### src/hdl/ecgre_pkg.sv
// shared types and constants of the relative energy filter
// no dependencies
package ecgre_pkg;

  localparam int unsigned SampleW = 16;
  localparam int unsigned EnergyW = 32;
  localparam logic [15:0] SCALE_RESET = 16'd10000;
  localparam logic [15:0] COEF_MAX = 16'hffff;
  localparam logic signed [15:0] Y_MAX = 16'sh7fff;
  localparam logic signed [15:0] Y_MIN = 16'sh8000;

  // one classified item as it travels from front to back
  typedef struct packed {
    logic signed [SampleW-1:0] sample;
    logic                      warm;
    logic                      in_short;
    logic                      last;
  } cmd_t;

endpackage

### src/hdl/ecgre_queue.sv
// short fifo between front and back
// depends on ecgre_pkg
module ecgre_queue #(
  parameter int unsigned DEPTH = 2
) (
  input  logic            clk_i,
  input  logic            rst_ni,
  input  logic            push_i,
  input  ecgre_pkg::cmd_t data_i,
  input  logic            pop_i,
  output ecgre_pkg::cmd_t data_o,
  output logic            full_o,
  output logic            empty_o
);
  import ecgre_pkg::*;

  localparam int unsigned AW = (DEPTH > 1) ? $clog2(DEPTH) : 1;
  localparam int unsigned NW = $clog2(DEPTH + 1);

  cmd_t          buf_q [DEPTH];
  logic [AW-1:0] wp_q, rp_q;
  logic [NW-1:0] cnt_q;

  assign full_o  = (cnt_q == NW'(DEPTH));
  assign empty_o = (cnt_q == '0);
  assign data_o  = buf_q[rp_q];

  always_ff @(posedge clk_i) begin
    if (push_i) begin
      buf_q[wp_q] <= data_i;
    end
  end

  always_ff @(posedge clk_i or negedge rst_ni) begin
    if (!rst_ni) begin
      wp_q  <= '0;
      rp_q  <= '0;
      cnt_q <= '0;
    end else begin
      if (push_i) begin
        wp_q <= (wp_q == AW'(DEPTH - 1)) ? '0 : wp_q + 1'b1;
      end
      if (pop_i) begin
        rp_q <= (rp_q == AW'(DEPTH - 1)) ? '0 : rp_q + 1'b1;
      end
      if (push_i && !pop_i) begin
        cnt_q <= cnt_q + 1'b1;
      end else if (pop_i && !push_i) begin
        cnt_q <= cnt_q - 1'b1;
      end
    end
  end
endmodule

### config.mk
export PLATFORM = sky130hd
export DESIGN_NAME = ecgre_queue
export DESIGN_NICKNAME = d
export VERILOG_FILES = /design/src/hdl/ecgre_pkg.sv /design/src/hdl/ecgre_queue.sv
export SDC_FILE = /design/constraint.sdc
export NUM_CORES = 1
export LEC_CHECK = 0
export BUFFER_PORTS_ARGS = -buffer_cell sky130_fd_sc_hd__buf_2
export CAP_MARGIN = 20
export CORE_UTILIZATION = 41
export CTS_CLUSTER_DIAMETER = 40
export DETAILED_ROUTE_END_ITERATION = 10
export SYNTH_ARGS = -nofsm -noshare
export SYNTH_HDL_FRONTEND = slang
export SYNTH_SLANG_ARGS = --single-unit
### constraint.sdc
create_clock -name clk_i -period 2.3 [get_ports clk_i]
set_input_delay 0.115 -clock clk_i [delete_from_list [all_inputs] [get_ports clk_i]]
set_output_delay 0.115 -clock clk_i [all_outputs]
set_load 0.005 [all_outputs]
# After elaboration in Yosys (flattened, before gate mapping)

Memories as Yosys holds them, arrays and structs flattened.
Cells that the tools add are included.

Input bits: 23
Bits in registers: 4
RAM bits: 38
Output and inout bits: 21
Latch bits: 0
ROM bits: 0
Memories kept: 1

Bitwise operators: 0
Eq/ne operators: 1
Multiplexer cells: 6
Reduce and logical (&&, ||, !) cells: 6
Shifts and indexed selects: 0
Order comparisons: 0
$mul: 0
$add $sub $neg: 4
Div/mod/pow operators: 0

Memories:

| memory | depth | bits a word | read ports | clocked after Yosys merged registers in | write ports | RTL line          | RTL |
|---|---|---|---|---|---|---|---|
| buf_q  | 2     | 19          | 1          | 0                                       | 1           | ecgre_queue.sv:20 | `cmd_t buf_q [DEPTH];` |

Operators by type and width:

| kind                  | number |
|---|---|
| $mux W1               | 4 |
| $mux W2               | 2 |
| $add A1 B1 Y1 const B | 2 |
| $add A2 B1 Y2 const B | 1 |
| $eq A2 B2 Y1 const B  | 1 |
| $logic_and A1 B1 Y1   | 2 |
| $logic_not A1 Y1      | 2 |
| $logic_not A2 Y1      | 1 |
| $reduce_bool A2 Y1    | 1 |
| $sub A2 B1 Y2 const B | 1 |

# Logic depth before layout (Yosys ltp)

Gate-level depths: netlist of run 1.

Depth in word-level cells: 4
Mapped depth: 5

# Worst setup path after synthesis of run 1

Ideal clock, no wire load.

Kind: flip-flop to flip-flop
Start: reg wp_q
End: mem buf_q[0][0] in the netlist's numbering (enable)
Data arrival time: 1.271 ns
Cell stages (with the launch flop): 2
Setup time: 0.397 ns
Data required time: 1.903 ns
Setup slack: 0.632 ns
Path through: dfrtp_1 > nor2b_1

RTL lines:

| what                   | RTL line          | RTL |
|---|---|---|
| from (decl)            | ecgre_queue.sv:21 | `logic [AW-1:0] wp_q, rp_q;` |
| from (signal assigned) | ecgre_queue.sv:41 | `wp_q <= (wp_q == AW'(DEPTH - 1)) ? '0 : wp_q + 1'b1;` |
| to (decl)              | ecgre_queue.sv:20 |  |

Straight into the memory's write port.

==> impl_metrics.py, run 1 <==
metrics = {
    "min_path": {
        "hp-class": "in2reg",
        "hp-start": "pop_i",
        "hold-path-endpoint": "rp_q",
        "whs_path_depth": 2,
    },
    "die": {
        "fp.dieH_um": 65.2,
        "die_area_mm2": 0.00425,
        "rows": 22,
        "die_w_um": 65.2,
        "design.core.area_mm2": 0.00374,
        "start_util": 0.438,
        "ios": 44,
    },
    "pwr": {
        "p_leak_nw": 0.889,
        "ir_drop_mv": 0.533,
        "powerDensity_mw_per_mm2": 1080,
        "p_sw_frac": 0.273,
        "p_seq_frac": 0.470,
        "p_int_w": 0.00168,
        "combPwrFrac": 0.323,
        "pwr-share-clk": 0.207,
        "power.switching_w": 0.000629,
    },
    "logic_synthesis": {
        "synth_edf_count": 38,
        "syn_avg_cell_area_um2": 21.8,
        "yosysTopAreaCell": "edfxtp_1",
        "netlist_instances": 75,
        "synthFlopType": "edfxtp_1",
        "synth_mux_area_frac": 0.174,
        "yosysMostFrequentCell": "edfxtp_1",
        "synth_area_mm2": 0.00164,
        "synth_xor_area_frac": 0.0267,
        "synth.distinct_cells": 12,
        "synth_compound_area_frac": 0,
        "synth_simple_gate_area_frac": 0.0176,
        "synthesis.nets": 99,
        "async_flop_share": 0.0952,
        "synth-seq-cells": 42,
        "synthTopCellsByCount": "38 x edfxtp_1, 19 x mux2_4, 4 x dfrtp_1, 4 x xor2_1",
        "ys_seq_area_frac": 0.758,
        "synthAdderAreaFrac": 0.00764,
        "synth_top_area_frac": 0.697,
        "synth_top_family_by_area": "multiplexers",
        "yosysWarnings": 0,
        "ys_top_cells_by_area": "edfxtp_1 70%, mux2_4 17%, dfrtp_1 6.1%",
    },
    "critical_path": {
        "crit_type": "reg2out",
        "startpoint_type": "register",
        "crit_path_max_fanout": 11,
        "r2r_end": "buf_q[0][8]",
        "worstPathArrival_ns": 1.34,
        "end_kind": "output pin",
        "critPathRequiredTime_ns": 2.18,
        "rrSetupSlack_ns": 0.92,
        "r2r-start": "wp_q",
        "reg2reg_depth": 2,
    },
    "sta": {
        "min_period_ns": 1.45,
        "tns_ns": 0,
        "max_freq_mhz": 688,
        "slew_headroom": 0.700,
        "hold_violations": 0,
        "tightestPinTransition_ns": 0.448,
        "setup_viol_count_final": 0,
        "rsz0062_at_grt": "false",
        "fin_skew_ns": 0.00173,
        "final-max-slew-violation-count": 0,
        "fin_crit_sh": 0.632,
        "setup_ws_ns": 0.847,
    },
    "detailed_routing": {
        "dr.pass1.iters": 4,
        "drt_iter0_markers": 13,
        "dr_total_vias": 832,
        "vias_per_cell": 4.45,
        "totalWireLength_um": 2420,
        "drc": 0,
        "routedWlPerCell_um": 12.9,
        "antenna_left": 0,
    },
    "placement": {
        "gp_congestion": 0.622,
        "place_ws_ns": 0.892,
        "dpl.hpwl_um": 1620,
        "io_buffers": 43,
    },
    "global_route": {
        "grt_max_degree": 20,
        "gr-total-overflow": 0,
        "grt_pass1_vias": 881,
        "grt_pass1_wl_um": 3930,
        "grt.total_usage": 0.131,
        "antenna_found_initial": 0,
    },
    "cts": {
        "numCtsBuffers": 5,
        "cts_tree": "done",
        "clk_pin_slew_ns": 0.08,
        "clk_latency_ns": 0.30,
        "clock-sinks": 42,
        "cts-root-buf": "clkbuf_8",
        "htreeDepth": 2,
        "clock_path_buffers": 2,
        "cts_setup_buffers": 0,
    },
    "status": {
        "outcome": "finished, final reports clean",
    },
    "run": {
        "maxCapViolCount": 0,
    },
    "layout": {
        "syn_to_final_growth_pct": 29.9,
        "antenna_cells": 0,
        "drive_gt1_frac": 0.547,
        "finalNetCount": 162,
        "nFillCells": 323,
    },
}
==> flip-flops by register name, summed over array words and instances (netlist names) <==
register / count
buf_q: 38
cnt_q: 2
rp_q: 1
wp_q: 1
==> per-stage QoR <==
step	area [um^2]	util	total power [W]	cells	hold slack (ns)
6_report	2130	0.568	0.00230	187	0.00534
5_1_grt	2130	0.568	0.00243	187	0.000526
4_1_cts	2120	0.566	0.00234	186	0.0000865
3_5_place_dp	1920	0.514	0.00184	168	-0.0707
3_3_place_gp	1920	0.514	0.00183	168	-0.0754
2_1_floorplan	1640	-	0.00160	75	-0.181
==> power by group through the flow <==
stage	logic (W)	clock network [W]	registers (W)
floorplan	0.000507	0	0.00109
global placement	0.000741	0	0.00109
detailed placement	0.000743	0	0.00110
CTS	0.000761	0.000491	0.00108
global route	0.000807	0.000521	0.00110
finish	0.000745	0.000476	0.00108
==> cells in the final DEF, fill, tap and decap left out, drive strengths merged <==
master,count
buf,47
nor2b,1
nor2,2
ha,1
clkinvlp,1
and2,1
and2b,1
mux2,19
dlygate4sd3,11
edfxtp,38
inv,2
xor2,4
clkbuf,5
dfrtp,4
xnor2,1
clkinv,1
==> layer usage <==
| metal | part of all wire | global-route usage | up-vias |
|---|---|---|---|
| met3 | 0.070 | 0.0608 | 5 |
| met1 | 0.41 | 0.129 | 388 |
| met2 | 0.51 | 0.229 | 32 |
| li1 | - | - | 407 |
| met5 | 0 | 0 | - |
| met4 | 0.018 | 0.0652 | 0 |
==> worst max path at each step <==
stage,start,endpoint,slack (ns),depth (start not counted)
floorplan,wp_q,buf_q[0][0],0.63,1
detailed placement,wp_q,buf_q[0][3],0.89,2
global route,wp_q,buf_q[0][16],0.80,2
finish,rp_q,data_o[7],0.85,3
CTS,rp_q,data_o[2],0.83,3
global placement,wp_q,buf_q[0][3],0.92,2
==> cell families after synthesis <==
family,Yosys count
muxes,19
DFF,42
and+or+nand+nor,5
adders and majority gates,1
buffers and inverters,3
xor gates and xnor gates,5
==> critical path, cell delays in order (launching register included) <==
cell and delay (ns):
dfrtp_1 0.35, buf_4 0.24, mux2_4 0.32, buf_2 0.13
==> final cells by class <==
class	count	area, um^2	share of cell area
well taps	48	60.1	0.0282
repair buffers	58	355	0.167
inverters	1	3.75	0.00176
clock buffers	5	68.8	0.0324
clock inverters	3	25.0	0.0118
flip-flops and latches	42	1240	0.584
multi-input cells	30	373	0.175
==> repair_timing <==
action / CTS / global route
resized for setup: 0 / 0
hold buffers: 10 / 1
endpoints found under the hold margin: 22 / 2
(Power assumes the default switching activity.)
==> inputs of run 2 (changes only) <==
--- a/config.mk
+++ b/config.mk
@@ -5,11 +5,13 @@
 export SDC_FILE = /design/constraint.sdc
 export NUM_CORES = 1
 export LEC_CHECK = 0
+export ABC_AREA = 1
 export BUFFER_PORTS_ARGS = -buffer_cell sky130_fd_sc_hd__buf_2
 export CAP_MARGIN = 20
 export CORE_UTILIZATION = 41
 export CTS_CLUSTER_DIAMETER = 40
 export DETAILED_ROUTE_END_ITERATION = 10
+export PLACE_DENSITY = 0.67
 export SYNTH_ARGS = -nofsm -noshare
 export SYNTH_HDL_FRONTEND = slang
 export SYNTH_SLANG_ARGS = --single-unit
==> constraint.sdc (replaced) <==
create_clock -name clk_i -period 1.3 [get_ports clk_i]
set_input_delay 0.065 -clock clk_i [delete_from_list [all_inputs] [get_ports clk_i]]
set_output_delay 0.065 -clock clk_i [all_outputs]
set_load 0.005 [all_outputs]
==> run 2 against run 1 <==
  * The run now ends with negative setup slack left
  * Routed wire length up 17%
  * Critical path depth is the same
  * Clock skew grew 0.0043 ns
  * Area after synthesis increased by 1.1%
  * First-iteration DRC count rose by 100%
  * Sequential share of layout area is 6.8 points lower
  * Synthesized cell count is 12% higher
  * Clock-buffer cell count up 1
  * Largest cell class unchanged
==> impl_metrics.py, run 2 <==
metrics = {
    "status": {
        "outcome": "finished with violations",
        "failed_checks": "negative setup slack",
    },
    "sta": {
        "fin_crit_sh": 1.06,
        "tns_ns": -1.27,
        "fin_skew_ns": 0.00604,
        "final-max-slew-violation-count": 0,
        "slew_headroom": 0.882,
        "min_period_ns": 1.38,
        "setup_viol_count_final": 19,
        "tightestPinTransition_ns": 0.178,
        "whs_ns": 0.114,
        "rsz0062_at_grt": "true",
        "setup_ws_ns": -0.0812,
        "hold_violations": 0,
        "max_freq_mhz": 724,
    },
    "die": {
        "start_util": 0.439,
        "ios": 44,
        "die_w_um": 65.5,
        "design.core.area_mm2": 0.00377,
        "rows": 22,
        "fp.dieH_um": 65.5,
        "die_area_mm2": 0.00430,
    },
    "logic_synthesis": {
        "synth_top_area_frac": 0.689,
        "yosysMostFrequentCell": "edfxtp_1",
        "yosysTopAreaCell": "edfxtp_1",
        "synthesis.nets": 108,
        "ys_top_cells_by_area": "edfxtp_1 69%, mux2_4 17%, dfrtp_1 6.0%",
        "synth_edf_count": 38,
        "netlist_instances": 84,
        "synth-seq-cells": 42,
        "syn_avg_cell_area_um2": 19.7,
        "async_flop_share": 0.0952,
        "synthTopCellsByCount": "38 x edfxtp_1, 19 x mux2_4, 7 x inv_1",
        "ys_seq_area_frac": 0.750,
        "synthFlopType": "edfxtp_1",
        "synth.distinct_cells": 12,
        "yosysWarnings": 0,
        "synth_area_mm2": 0.00166,
    },
    "detailed_routing": {
        "routedWlPerCell_um": 13.5,
        "drc": 0,
        "antenna_left": 0,
        "drt_iter0_markers": 26,
        "dr_total_vias": 957,
        "totalWireLength_um": 2820,
        "dr.pass1.iters": 4,
        "vias_per_cell": 4.58,
    },
    "pwr": {
        "powerDensity_mw_per_mm2": 1880,
        "p_leak_nw": 1.02,
        "ir_drop_mv": 1.00,
    },
    "layout": {
        "antenna_cells": 0,
        "regMostFlops": "buf_q",
        "final_cell_mix": "38 x edfxtp_1, 24 x buf_2, 22 x dlygate4sd3_1",
        "final_common_cell": "edfxtp_1",
        "syn_to_final_growth_pct": 45.6,
        "finalNetCount": 184,
        "design_area_mm2": 0.00241,
        "utilization": 0.639,
        "nFillCells": 288,
        "largest_reg_flops": 38,
        "drive_gt1_frac": 0.466,
        "reg.largest.list": "buf_q (38), cnt_q (2)",
    },
    "global_route": {
        "grt_pass1_wl_um": 4530,
        "grt.total_usage": 0.150,
        "grt_pass1_vias": 987,
        "gr-total-overflow": 0,
        "antenna_found_initial": 0,
        "grt_max_degree": 20,
    },
    "critical_path": {
        "worstPathArrival_ns": 1.32,
        "crit_top_cell": "buf_6",
        "r2r-start": "wp_q",
        "worstPathCellList": "buf_6, mux2_4, buf_6",
        "cp-startpoint": "rp_q",
        "startpoint_type": "register",
        "crit_path_max_fanout": 9,
        "critPathRequiredTime_ns": 1.24,
        "crit_type": "reg2out",
        "critPathSlowestCell": "dfrtp_1",
        "cp_slowest_stage_delay_ns": 0.40,
        "end_kind": "output pin",
    },
    "placement": {
        "place_area_mm2": 0.00199,
        "gp_congestion": 0.595,
        "io_buffers": 43,
        "place_ws_ns": 0.194,
        "dpl.hpwl_um": 1860,
    },
    "cts": {
        "numCtsBuffers": 5,
        "clk_pin_slew_ns": 0.08,
        "htreeDepth": 2,
        "clock-sinks": 42,
        "cts_tree": "done",
        "clock_path_buffers": 2,
        "cts-root-buf": "clkbuf_8",
        "clk_latency_ns": 0.29,
    },
    "min_path": {
        "hp-class": "in2async",
    },
    "run": {
        "maxCapViolCount": 0,
    },
}
run 2: changes by cell type in the layout (fill, tap and decap cells not counted), moves of 2 or more:
cell / before / now
buf_12: 0 / 2
buf_2: 43 / 24
buf_6: 0 / 20
dlygate4sd3_1: 11 / 22
inv_1: 1 / 7
nand2_1: 0 / 5
xor2_1: 4 / 2
run 2: cell families after synthesis:
logic type	Yosys count	synth area share
xor gates and xnor gates	3	0.0159
muxes	19	0.172
DFF	42	0.750
buffers and inverters	9	0.0295
and+or+nand+nor	10	0.0249
adders and majority gates	1	0.00756
run 2: cell type report:
| cell class | count | area, um^2 | share of cell area |
|---|---|---|---|
| Tap cell | 48 | 60.1 | 0.0249 |
| Clock buffer | 6 | 72.6 | 0.0301 |
| Clock inverter | 2 | 8.76 | 0.00363 |
| Inverter | 7 | 26.3 | 0.0109 |
| Sequential cell | 42 | 1240 | 0.515 |
| Timing Repair Buffer | 71 | 628 | 0.261 |
| Multi-Input combinational cell | 33 | 373 | 0.155 |
run 2: what timing repair did:
item / 4_1_cts / 5_1_grt
setup endpoints to repair: 19 / 19
endpoints found under the hold margin: 43 / 1
hold buffers: 21 / 1
pin swaps: 0 / 0
buffers inserted: 0 / 0
gates resized for setup: 15 / 5
run 2: stage by stage:
stage	instances	total power, W
after floorplan	84	0.00284
after global placement	179	0.00337
after detailed placement	179	0.00341
after CTS	208	0.00448
after global routing	209	0.00477
final	209	0.00452
run 2: worst max-delay path: cells and delay by family (launching register included):
| kind | cells | cell delay, ns |
|---|---|---|
| mux | 1 | 0.32 |
| buf+inv | 2 | 0.31 |
| flops | 1 | 0.40 |
run 2: power by group:
group          total, W  internal (W)  switching [W]
clock network  0.000774      0.000369       0.000405
registers       0.00193       0.00181       0.000126
logic           0.00182       0.00116       0.000657
run 2: per-layer routing:
layer	vias to the layer above	routed length, um	share of wire	global-route usage
met5	-	0	0	0
met4	0	19	0.0067	0.0489
met3	4	133	0.047	0.0590
met2	32	1550	0.55	0.269
met1	460	1120	0.40	0.158
li1	461	-	-	-
run 2: path summary, 6_finish.rpt:
kind / to / slack, ns / depth (start not counted)
min in group clk_i: buf_q[0][2] / 0.50 / 2
min reg2reg: cnt_q[1] / 0.51 / 2
min: cnt_q[0] / 0.11 / 2
max: data_o[11] / -0.08 / 3
max in group asynchronous: wp_q / 1.05 / 2
max reg2reg: buf_q[1][6] / 0.23 / 3
