### src/hdl/ecgre_pkg.sv
// shared types and constants of the relative energy filter
// no dependencies
package ecgre_pkg;

  localparam int unsigned SampleW = 16;
  localparam int unsigned EnergyW = 32;
  localparam logic [15:0] SCALE_RESET = 16'd10000;
  localparam logic [15:0] COEF_MAX = 16'hffff;
  localparam logic signed [15:0] Y_MAX = 16'sh7fff;
  localparam logic signed [15:0] Y_MIN = 16'sh8000;

  // one classified item as it travels from front to back
  typedef struct packed {
    logic signed [SampleW-1:0] sample;
    logic                      warm;
    logic                      in_short;
    logic                      last;
  } cmd_t;

endpackage

### src/hdl/ecgre_front.sv
// front end: accepts samples and classifies them against the warm-up window
// depends on ecgre_pkg
module ecgre_front #(
  parameter int unsigned LONG_LEN   = 256,
  parameter int unsigned SHORT_HALF = 16
) (
  input  logic               clk_i,
  input  logic               rst_ni,
  input  logic               in_valid_i,
  output logic               in_stall_o,
  input  logic signed [15:0] sample_i,
  output logic               push_o,
  output ecgre_pkg::cmd_t    cmd_o,
  input  logic               full_i
);
  import ecgre_pkg::*;

  localparam int unsigned CW = $clog2(LONG_LEN);
  localparam int Lo = int'(LONG_LEN / 2) - int'(SHORT_HALF);
  localparam int Hi = int'(LONG_LEN / 2) + int'(SHORT_HALF);

  logic [CW-1:0] cnt_q, cnt_d;
  logic          filling_q, filling_d;
  logic          accept;
  logic          at_last;

  assign in_stall_o = full_i;
  assign accept     = in_valid_i && !full_i;
  assign at_last    = (cnt_q == CW'(LONG_LEN - 1));

  always_comb begin
    cmd_o.sample   = sample_i;
    cmd_o.warm     = filling_q;
    cmd_o.in_short = filling_q && (int'(cnt_q) >= Lo) && (int'(cnt_q) <= Hi);
    cmd_o.last     = filling_q && at_last;
    cnt_d          = cnt_q;
    filling_d      = filling_q;
    if (accept && filling_q) begin
      cnt_d = cnt_q + 1'b1;
      if (at_last) begin
        filling_d = 1'b0;
      end
    end
  end

  assign push_o = accept;

  always_ff @(posedge clk_i or negedge rst_ni) begin
    if (!rst_ni) begin
      cnt_q     <= '0;
      filling_q <= 1'b1;
    end else begin
      cnt_q     <= cnt_d;
      filling_q <= filling_d;
    end
  end
endmodule

### config.mk
export PLATFORM = sky130hd
export DESIGN_NAME = ecgre_front
export DESIGN_NICKNAME = d
export VERILOG_FILES = /design/src/hdl/ecgre_pkg.sv /design/src/hdl/ecgre_front.sv
export SDC_FILE = /design/constraint.sdc
export NUM_CORES = 1
export LEC_CHECK = 0
export BUFFER_PORTS_ARGS = -buffer_cell sky130_fd_sc_hd__buf_2
export CAP_MARGIN = 20
export CORE_MARGIN = 2
export CORE_UTILIZATION = 43
export DETAILED_ROUTE_END_ITERATION = 8
export GPL_TIMING_DRIVEN = 0
export PLACE_DENSITY = 0.82
export SLEW_MARGIN = 20
export SYNTH_ARGS = -nofsm -noshare
export SYNTH_HDL_FRONTEND = slang
export SYNTH_SLANG_ARGS = --single-unit
export TNS_END_PERCENT = 20
### constraint.sdc
create_clock -name clk_i -period 3 [get_ports clk_i]
set_input_delay 0.3 -clock clk_i [delete_from_list [all_inputs] [get_ports clk_i]]
set_output_delay 0.3 -clock clk_i [all_outputs]
set_load 0.01 [all_outputs]
[Word-level counts from Yosys, hierarchy flattened]
Cells that the tools add are included.
Storage, ports and cells
  output and inout port bits: 21
  register bits: 9
  input port bits: 20
Cells by class
  magnitude comparators: 2
  reduce and logical (&&, ||, !) cells: 7
  add/subtract/negate cells: 1
  equality and inequality tests: 1
Operator list (number)
  8-bit by 1-bit adder with 8-bit output (second input constant): 1
  8-bit == test (second input constant): 1
  8-bit by 7-bit >= comparator with 1-bit output (second input constant): 1
  8-bit less-or-equal comparator (second input constant): 1
  1-bit logical AND: 5
  2-bit AND reduction: 1
  1-bit zero test: 1

[Longest topological paths before layout]
Gate-level depths: netlist (run 1).
  depth in word-level cells: 4
  gate-level depth with buffers: 5

[Worst setup path after synthesis (run 1)]
OpenSTA, ideal clock, no wires.
  path kind: flip-flop to output port
  from: reg cnt_q[0]
  to: out cmd_o[1] (netlist bit)
  data required time: 2.700 ns
  stages on the path, launching flop included: 6
  data arrival time: 1.463 ns
  path slack: 1.237 ns
  path through: dfrtp_1 -> inv_1 -> ha_1 -> or3b_1 -> a2111oi_2 -> o21a_1
RTL lines
  from (decl): line ecgre_front.sv:22  | logic [CW-1:0] cnt_q, cnt_d;
  from (signal assigned): line ecgre_front.sv:53  | cnt_q <= cnt_d;
  to (decl): line ecgre_front.sv:13  | output ecgre_pkg::cmd_t cmd_o,

==> results of run 1 <==
==> synthesized netlist by cell type <==
master     number
nand4_1         3
nor4_1          1
dfstp_2         1
o21a_1          1
nor3_1          2
nor2_1          1
clkbuf_1        1
nor3b_1         2
buf_4          18
xor2_1          2
o21ai_0         1
and2_1          1
a2111oi_2       1
ha_1            2
and3b_1         1
xnor2_1         5
nand2b_1        1
a21boi_0        1
nand2_1         4
dfrtp_1         8
or3b_1          1
inv_1           5
==> flip-flops by register name, summed over array words and instances (netlist names) <==
name and cells:
cnt_q 8, filling_q 1
==> per-layer routing <==
metal	vias to the layer above	track usage
li1	248	-
met1	207	0.144
met2	25	0.228
met3	4	0.0435
met4	0	0.0774
met5	-	0
==> path summary, 6_finish.rpt <==
kind | startpoint | endpoint | slack, ns | cells after the start
max reg2reg | filling_q | cnt_q[6] | 1.54 | 4
min in group asynchronous | rst_ni | cnt_q[7] | 0.41 | 2
min reg2reg | filling_q | filling_q | 0.52 | 1
min | in_valid_i | filling_q | 0.38 | 4
max | cnt_q[0] | cmd_o[1] | 0.80 | 6
max in group asynchronous | rst_ni | filling_q | 2.35 | 2
==> final cells by class <==
type,count,area [um2],share of cell area
multi-input combinational,30,220,0.283
inverter,5,18.8,0.0241
timing repair buffer,25,130,0.167
sequential,9,226,0.291
clock buffer,4,26.3,0.0337
buffer,19,139,0.178
tap,15,18.8,0.0241
==> where the power goes <==
part	switching, mW	internal (mW)
logic	0.0185	0.0266
clock network	0.0447	0.0514
registers	0.00196	0.123
==> critical path, delay by kind of cell, from the launching register on <==
kind                     cells  cell delay (ns)
flip-flops                   1             0.39
AND/OR/NAND/NOR              1             0.37
AO/OA/AOI/OAI                2             0.52
adder cells (fa/ha/maj)      1             0.15
buffers and inverters        2             0.22
==> what timing repair did <==
item                                   in CTS  in global routing
buffers inserted                            0                  0
endpoints found under the hold margin       8                  0
hold buffers                                1                  0
==> cell families (layout without fill, tap and decap cells) <==
group / Yosys count / in the layout / share of synthesized area
XOR/XNOR: 7 / 7 / 0.101
adder cells (fa/ha/maj): 2 / 2 / 0.0414
buffers and inverters: 24 / 53 / 0.261
flip-flops: 9 / 9 / 0.375
AND/OR/NAND/NOR: 17 / 17 / 0.164
AO/OA/AOI/OAI: 4 / 4 / 0.0580
==> metrics by stage <==
stage / hold WS [ns] / std cells / utilization / cell area [um2]
4_1_cts: 0.369 / 107 / 0.599 / 779
3_5_place_dp: 0.161 / 102 / 0.571 / 743
3_3_place_gp: 0.157 / 102 / 0.571 / 743
5_1_grt: 0.421 / 107 / 0.599 / 779
2_1_floorplan: 0.00441 / 63 / - / 604
6_report: 0.376 / 107 / 0.599 / 779
==> flow_summary_export.csv, run 1 <==
group,metric,value,unit
outcome,status,"completed",
cells_and_area,drive_gt1_frac,0.511,
clock_tree,cts_root_buf,"clkbuf_4",
clock_tree,cts.sinks,9,
pwr,power.total,0.267,mW
sta,worst_pin_slew,0.305,ns
clock_tree,cts.clk_slew.worst_paths,0.06,ns
sta,period_share,0.735,
detailed_routing,drt_first_pass_iters,1,
setup_path,crit_type,"reg2out",
placed_design,detailed_place_hpwl,847,um
die,die_y,41.5,um
synth,ys_seq_area_frac,0.375,
detailed_routing,wire_per_inst,9.78,um
placed_design,place_congestion,0.787,
pwr,ir_drop,0.189,mV
placed_design,io_buffers,24,
detailed_routing,wl_met2,500,um
die,core.rowCount,13,
die,die_area,1720,um2
clock_tree,cts-buffers-inserted,3,
die,core_area,1300,um2
synth,avgSynthCellArea,9.59,um2
synth,synthTopCellsByArea,"dfrtp_1 33%, buf_4 22%, xnor2_1 7.2%",
cells_and_area,layout_common_cells,"24 x buf_2, 18 x buf_4, 8 x dfrtp_1",
min_path,hp-class,"in2reg",
die,chipWidth,41.5,um
sta,fin_ws,0.796,ns
sta,fin_setup_tns,0,ns
synth,synthCells,63,
global_routing,grt_use_total,0.134,
global_routing,grt_start_max_net_pins,10,
detailed_routing,wl,1050,um
setup_path,arrival,1.90,ns
pwr,p_per_area,342,nW/um2
synth,synth_area,604,um2
setup_path,worst_setup_path_end_kind,"primary output",
detailed_routing,viasPerCell,4.52,
job,max_cap_violations,0,
pwr,p_leak,0.422,nW
global_routing,antenna_found_initial,0,
detailed_routing,topRoutingLayerUsed,"met4",
global_routing,grt_pass1_wl,1760,um
cells_and_area,layout-area-overhead-vs-synth,29.0,%
sta,drv_slew,0,
detailed_routing,wl_met1,421,um
detailed_routing,ant_nets,0,
synth,ys_warn_count,0,
cells_and_area,fill_cells,121,
setup_path,cp.required,2.70,ns
clock_tree,cts_buffer_depth,2,
sta,finalSetupViolCount,0,
clock_tree,htree_levels,1,
sta,relSlewSlack,0.795,
setup_path,crit_path_start_kind,"register",
detailed_routing,first_iter_violations,0,
setup_path,path_cells,"inv_1, ha_1, or3b_1, a2111oi_2, o21a_1, buf_2",
synth,synth_largest_area_cell,"dfrtp_1",
die,start_util,0.464,
clock_tree,cts_tree,"built",
setup_path,crit_fanout,3,
synth,synth_cell_type_count,22,
synth,syn_nets,85,
sta,fmax,454,MHz
sta,rsz0062_at_grt,"false",
clock_tree,cts_resized,0,
cells_and_area,antenna_cells,0,
global_routing,grt_overflow_total,0,
detailed_routing,drc_errors,0,
detailed_routing,dr_total_vias,484,
cells_and_area,layout_commonest_cell,"buf_2",
die,io-pin-count,41,
synth,ys_ff_latch,9,
sta,finalClockSkew,0.000405,ns
global_routing,grt_pass1_vias,429,
sta,period_minus_slack,2.20,ns
cells_and_area,final_nets,115,
synth,synth_top_area_frac,0.331,
placed_design,pre_cts_ws,1.07,ns
clock_tree,clk_latency,0.26,ns
setup_path,crit_path_max_incr_delay,0.39,ns
sta,finalHoldViolCount,0,
setup_path,cp_slowest_cell,"dfrtp_1",
detailed_routing,dr_wl_met3,99,um
Note: power is estimated with default switching activity, not from simulation.
==> inputs of run 2 (changes only) <==
- ABC_AREA: unset -> 1
- CORE_UTILIZATION: 43 -> 42
- PLACE_DENSITY: 0.82 -> 0.78
- clock period: 3 -> 2.2 ns (I/O delays scaled with it)
==> run 2 against run 1 <==
Effect of this change:
- clock-buffer cell count is the same
- critical endpoint unchanged
- largest cell class is now multi-input gates
- sequential power grew 33%
- flip-flop and latch count is the same
- worst hold slack lost 0.096 ns
- synthesized cell count grew 32%
- first-iteration DRC count grew 7
- wire length grew 13%
- synthesized area grew 13%
- cell count grew 20%
==> flow_summary_export.csv, run 2 <==
group,metric,value,unit
cells_and_area,fill_cells,141,
pwr,combPwrFrac,0.164,
pwr,p_leak,0.533,nW
sta,finalClockSkew,0.00603,ns
synth,synth_top_area_frac,0.293,
synth,synth_largest_area_cell,"dfrtp_1",
sta,drv_slew,0,
synth,synthTopCellsByArea,"dfrtp_1 29%, buf_4 20%, inv_1 8.2%",
sta,fmax,590,MHz
cells_and_area,final_nets,135,
synth,synth_area,684,um2
cells_and_area,top_register,"cnt_q",
outcome,status,"completed",
setup_path,crit_path_max_incr_delay,0.40,ns
setup_path,worst_setup_path_end_kind,"primary output",
setup_path,cp_slowest_cell,"dfrtp_1",
synth,synthArstFlopShare,1.00,
clock_tree,cts_root_buf,"clkbuf_4",
synth,synth_cell_type_count,20,
synth,synth_edf_count,0,
setup_path,arrival,1.47,ns
setup_path,cp.required,1.98,ns
setup_path,path_cells,"inv_1, ha_1, inv_1, o21ai_0, nand3_1, a21oi_1, buf_2",
cells_and_area,layout-area-overhead-vs-synth,25.8,%
clock_tree,cts.sinks,9,
placed_design,place_congestion,0.823,
global_routing,grt_pass1_wl,1850,um
die,die_area,1970,um2
setup_path,crit_type,"reg2out",
setup_path,critPathMostFrequentCell,"inv_1",
synth,avgSynthCellArea,8.25,um2
pwr,clkPwrFrac,0.365,
die,die_y,44.4,um
detailed_routing,viasPerCell,4.52,
pwr,switchingPower,0.0824,mW
cells_and_area,largest_registers,"cnt_q (8), filling_q (1)",
global_routing,grt_pass1_vias,490,
detailed_routing,drt_first_pass_iters,4,
die,core.rowCount,14,
cells_and_area,largest_reg_flops,8,
global_routing,grt_overflow_total,0,
clock_tree,clk_latency,0.26,ns
setup_path,crit_path_start_kind,"register",
die,core_area,1520,um2
sta,rsz0062_at_grt,"false",
detailed_routing,ant_nets,0,
clock_tree,htree_levels,1,
clock_tree,cts_setup_buffers,0,
sta,period_share,0.770,
min_path,hp-class,"in2reg",
detailed_routing,wire_per_inst,9.26,um
cells_and_area,multi_input_comb_area,267,um2
pwr,p_int,0.269,mW
global_routing,grt_use_total,0.133,
clock_tree,cts-buffers-inserted,3,
global_routing,grt_start_max_net_pins,10,
die,start_util,0.449,
clock_tree,cts.clk_slew.worst_paths,0.06,ns
pwr,p_per_area,409,nW/um2
cells_and_area,ff_latch_area,226,um2
sta,finalHoldViolCount,0,
sta,relSlewSlack,0.839,
setup_path,crit_fanout,3,
placed_design,placed_area,825,um2
synth,ys_seq_area_frac,0.331,
pwr,swShare,0.234,
synth,syn_nets,105,
die,io-pin-count,41,
detailed_routing,first_iter_violations,7,
clock_tree,cts_buffer_depth,2,
synth,ys_ff_latch,9,
cells_and_area,antenna_cells,0,
detailed_routing,wl,1190,um
pwr,ir_drop,0.334,mV
synth,postSynth.topFlopCell,"dfrtp_1",
synth,ys_warn_count,0,
sta,worst_pin_slew,0.240,ns
job,max_cap_violations,0,
detailed_routing,drc_errors,0,
clock_tree,cts_tree,"built",
sta,fin_setup_tns,0,ns
pwr,seqPwrFrac,0.471,
placed_design,detailed_place_hpwl,950,um
synth,synthCells,83,
cells_and_area,layout_common_cells,"24 x buf_2, 18 x buf_4, 15 x inv_1",
die,chipWidth,44.4,um
cells_and_area,drive_gt1_frac,0.473,
synth,yosys-top-cells-count,"18 x buf_4, 15 x inv_1, 14 x nand2_1",
detailed_routing,dr_total_vias,578,
cells_and_area,layout_commonest_cell,"buf_2",
sta,finalSetupViolCount,0,
synth,yosysMostFrequentCell,"buf_4",
sta,period_minus_slack,1.69,ns
placed_design,io_buffers,24,
global_routing,antenna_found_initial,0,
clock_tree,cts_resized,0,
cells_and_area,fin_area,861,um2
==> run 2: kinds of logic after synthesis <==
kind of cell / after synthesis / share of synthesized area
xor gates and xnor gates: 4 / 0.0512
and+or+nand+nor: 31 / 0.272
AOI/OAI and AO/OA: 4 / 0.0292
DFF: 9 / 0.331
buffers and inverters: 33 / 0.280
adders and majority gates: 2 / 0.0366
==> run 2: through the flow <==
step                       util  std cells  setup WS (ns)  hold slack (ns)  power, mW
after floorplan               -         83          0.929          -0.0756      0.203
after global placement    0.541        123          0.830           0.0776      0.225
after detailed placement  0.541        123          0.771           0.0837      0.226
after CTS                 0.565        128          0.482            0.282      0.356
after global routing      0.565        128          0.372            0.308      0.369
final                     0.565        128          0.505            0.279      0.352
==> run 2: worst paths after layout <==
check	startpoint	endpoint	slack (ns)	depth (start not counted)
worst max-delay path	cnt_q[0]	cmd_o[1]	0.51	7
worst min-delay path	full_i	cnt_q[2]	0.28	4
worst max register to register	filling_q	cnt_q[7]	1.00	5
worst min register to register	filling_q	filling_q	0.52	2
max in group asynchronous	rst_ni	filling_q	1.62	2
min in group asynchronous	rst_ni	cnt_q[2]	0.33	2
==> run 2: cell type report <==
class / instances / share of cell area
Inverter: 15 / 0.0654
Sequential cell: 9 / 0.263
Clock buffer: 4 / 0.0305
Buffer: 18 / 0.157
Multi-Input combinational cell: 41 / 0.310
Tap cell: 16 / 0.0233
Timing Repair Buffer: 25 / 0.151
==> run 2: power by group through the flow <==
stage	clock, mW	combinational [mW]	sequential (mW)
after floorplan	0	0.0348	0.169
after global placement	0	0.0564	0.169
after detailed placement	0	0.0573	0.169
after CTS	0.132	0.0588	0.166
after global routing	0.141	0.0626	0.165
final	0.129	0.0577	0.166
==> run 2: timing repair <==
action,4_1_cts,5_1_grt
hold buffers,1,0
setup endpoints to repair,0,0
endpoints found under the hold margin,8,0
==> run 2: critical path, delay by kind of cell (launching register included) <==
kind	cells	cell delay, ns
compound gates	2	0.29
buf+inv	3	0.27
flops	1	0.40
simple gates	1	0.11
fa+ha+maj	1	0.15
==> run 2: routing by layer <==
layer	track usage	vias to the layer above	wire length [um]
met5	0	-	0
met3	0.0490	2	125
met1	0.151	253	460
li1	-	290	-
met2	0.224	33	581
met4	0.0545	0	18
==> inputs of run 3 (changes only) <==
- clock period: 2.2 -> 1.62 ns (I/O delays scaled with it)
==> run 3 against run 2 <==
Effect of this change:
- worst setup slack worse by 0.44 ns
- clock-buffer cell count stayed put
- design area is 1.6% higher
- global-route usage stayed put
- largest cell class unchanged
- worst hold slack worse by 0.056 ns
- first-iteration DRC count is 57% lower
- critical path depth stayed put
- register-to-register slack worse by 0.58 ns
- via count stayed put
- sequential power is 36% higher
- total power is 35% higher
- combinational power is 36% higher
==> flow_summary_export.csv, run 3 (synthesized netlist as in run 2, its figures left out) <==
group,metric,value,unit
outcome,status,"completed",
pwr,p_per_area,545,nW/um2
setup_path,worst_setup_path_end_kind,"primary output",
detailed_routing,wl_met2,620,um
sta,fmax,644,MHz
clock_tree,htree_levels,1,
sta,period_share,0.958,
global_routing,grt_overflow_total,0,
detailed_routing,wire_per_inst,9.63,um
clock_tree,cts.clk_slew.worst_paths,0.06,ns
setup_path,arrival,1.39,ns
cells_and_area,drive_gt1_frac,0.504,
cells_and_area,largest_registers,"cnt_q (8), filling_q (1)",
global_routing,grt_pass1_vias,490,
cells_and_area,largest_reg_flops,8,
detailed_routing,topRoutingLayerUsed,"met4",
global_routing,grt_use_total,0.133,
sta,finalClockSkew,0.00622,ns
die,core_area,1520,um2
sta,period_minus_slack,1.55,ns
setup_path,critPathMostFrequentCell,"inv_1",
placed_design,place_congestion,0.823,
setup_path,rr_worst_depth,5,
pwr,ir_drop,0.439,mV
clock_tree,cts_root_buf,"clkbuf_4",
setup_path,cp.buffers_inverters,3,
detailed_routing,wl,1240,um
clock_tree,cts_buffer_depth,2,
die,die_y,44.4,um
clock_tree,cts.sinks,9,
die,chipWidth,44.4,um
setup_path,crit_path_max_incr_delay,0.40,ns
pwr,p_leak,0.536,nW
min_path,holdPathEnd,"cnt_q[2]",
global_routing,grt_pass1_wl,1850,um
min_path,hold_path_startpoint,"full_i",
cells_and_area,layout-area-overhead-vs-synth,27.8,%
die,core.rowCount,14,
sta,finalSetupViolCount,0,
die,start_util,0.449,
sta,drv_slew,0,
sta,rsz0062_at_grt,"true",
sta,whs,0.223,ns
detailed_routing,first_iter_violations,3,
setup_path,r2r_slack,0.42,ns
setup_path,crit_path_start_kind,"register",
die,die_area,1970,um2
clock_tree,clk_latency,0.26,ns
setup_path,crit_fanout,3,
min_path,holdPathStages,4,
detailed_routing,dr_total_vias,578,
detailed_routing,wl_met1,475,um
setup_path,path_cells,"inv_1, ha_1, inv_1, o21ai_2, nand3_1, a21oi_1, buf_2",
placed_design,pre_cts_ws,0.249,ns
sta,finalHoldViolCount,0,
cells_and_area,fin_cells,129,
detailed_routing,drt_first_pass_iters,4,
setup_path,critical-path-top-delay-family,"flip-flops",
detailed_routing,viasPerCell,4.48,
cells_and_area,final_nets,136,
cells_and_area,fin_util,0.574,
setup_path,r2r_start,"filling_q",
job,max_cap_violations,0,
sta,fin_setup_tns,0,ns
clock_tree,cts_tree,"built",
detailed_routing,drc_errors,0,
sta,fin_ws,0.0677,ns
detailed_routing,ant_nets,0,
clock_tree,cts-buffers-inserted,3,
cells_and_area,layout_common_cells,"24 x buf_2, 19 x buf_4, 14 x inv_1, 14 x nand2_1, 8 x dfrtp_1",
placed_design,io_buffers,24,
global_routing,grt_start_max_net_pins,10,
global_routing,antenna_found_initial,0,
setup_path,crit_type,"reg2out",
setup_path,cp.required,1.46,ns
setup_path,reg2reg_to,"cnt_q[6]",
placed_design,placed_cells,123,
sta,relSlewSlack,0.856,
cells_and_area,antenna_cells,0,
cells_and_area,top_register,"cnt_q",
setup_path,cp_slowest_cell,"dfrtp_1",
sta,worst_pin_slew,0.216,ns
die,io-pin-count,41,
placed_design,detailed_place_hpwl,950,um
min_path,hp-class,"in2reg",
detailed_routing,dr_wl_met3,127,um
cells_and_area,layout_commonest_cell,"buf_2",
==> run 3: how the worst max path moves through the flow <==
| stage | startpoint | end | slack (ns) | cells after the start |
|---|---|---|---|---|
| after detailed placement | cnt_q[0] | cmd_o[1] | 0.25 | 7 |
| final | cnt_q[1] | cmd_o[1] | 0.07 | 7 |
| after global routing | cnt_q[0] | cmd_o[1] | -0.03 | 7 |
| after floorplan | cnt_q[0] | cmd_o[1] | 0.41 | 6 |
| after CTS | cnt_q[0] | cmd_o[1] | 0.01 | 7 |
| after global placement | cnt_q[0] | cmd_o[1] | 0.31 | 7 |
==> run 3: metal layers <==
| metal | vias to the layer above | global-route usage |
|---|---|---|
| li1 | 292 | - |
| met1 | 251 | 0.151 |
| met2 | 33 | 0.224 |
| met3 | 2 | 0.0490 |
| met4 | 0 | 0.0545 |
| met5 | - | 0 |
==> run 3: what timing repair did <==
action / 4_1_cts / 5_1_grt
pin swaps: 0 / 1
buffers inserted: 0 / 1
resized for setup: 1 / 3
hold buffers: 1 / 0
endpoints found under the setup margin: 1 / 2
hold endpoints to repair: 9 / 0
==> run 3: worst reg2reg max path, stage by stage (launching register included) <==
cell     delay, ns
dfstp_2       0.60
nand3_4       0.16
nor2_4        0.15
nand3_1       0.08
nand2_1       0.07
inv_1         0.04
==> run 3: final cells by class <==
class                           instances  area (um2)
Tap cell                               16        20.0
Fill cell                             147         649
Sequential cell                         9         226
Clock buffer                            4        26.3
Buffer                                 18         135
Inverter                               15        56.3
Timing Repair Buffer                   26         138
Multi-Input combinational cell         41         273
==> run 3: power by group <==
group          internal, mW  switching [mW]  total, mW
Clock                0.0949          0.0783      0.173
Combinational        0.0459          0.0324     0.0783
Sequential            0.225               0      0.225
==> run 3: stage by stage <==
stage / area (um2) / power, mW
finish: 875 / 0.476
global placement: 825 / 0.305
detailed placement: 825 / 0.307
global route: 875 / 0.501
floorplan: 684 / 0.276
CTS: 861 / 0.484
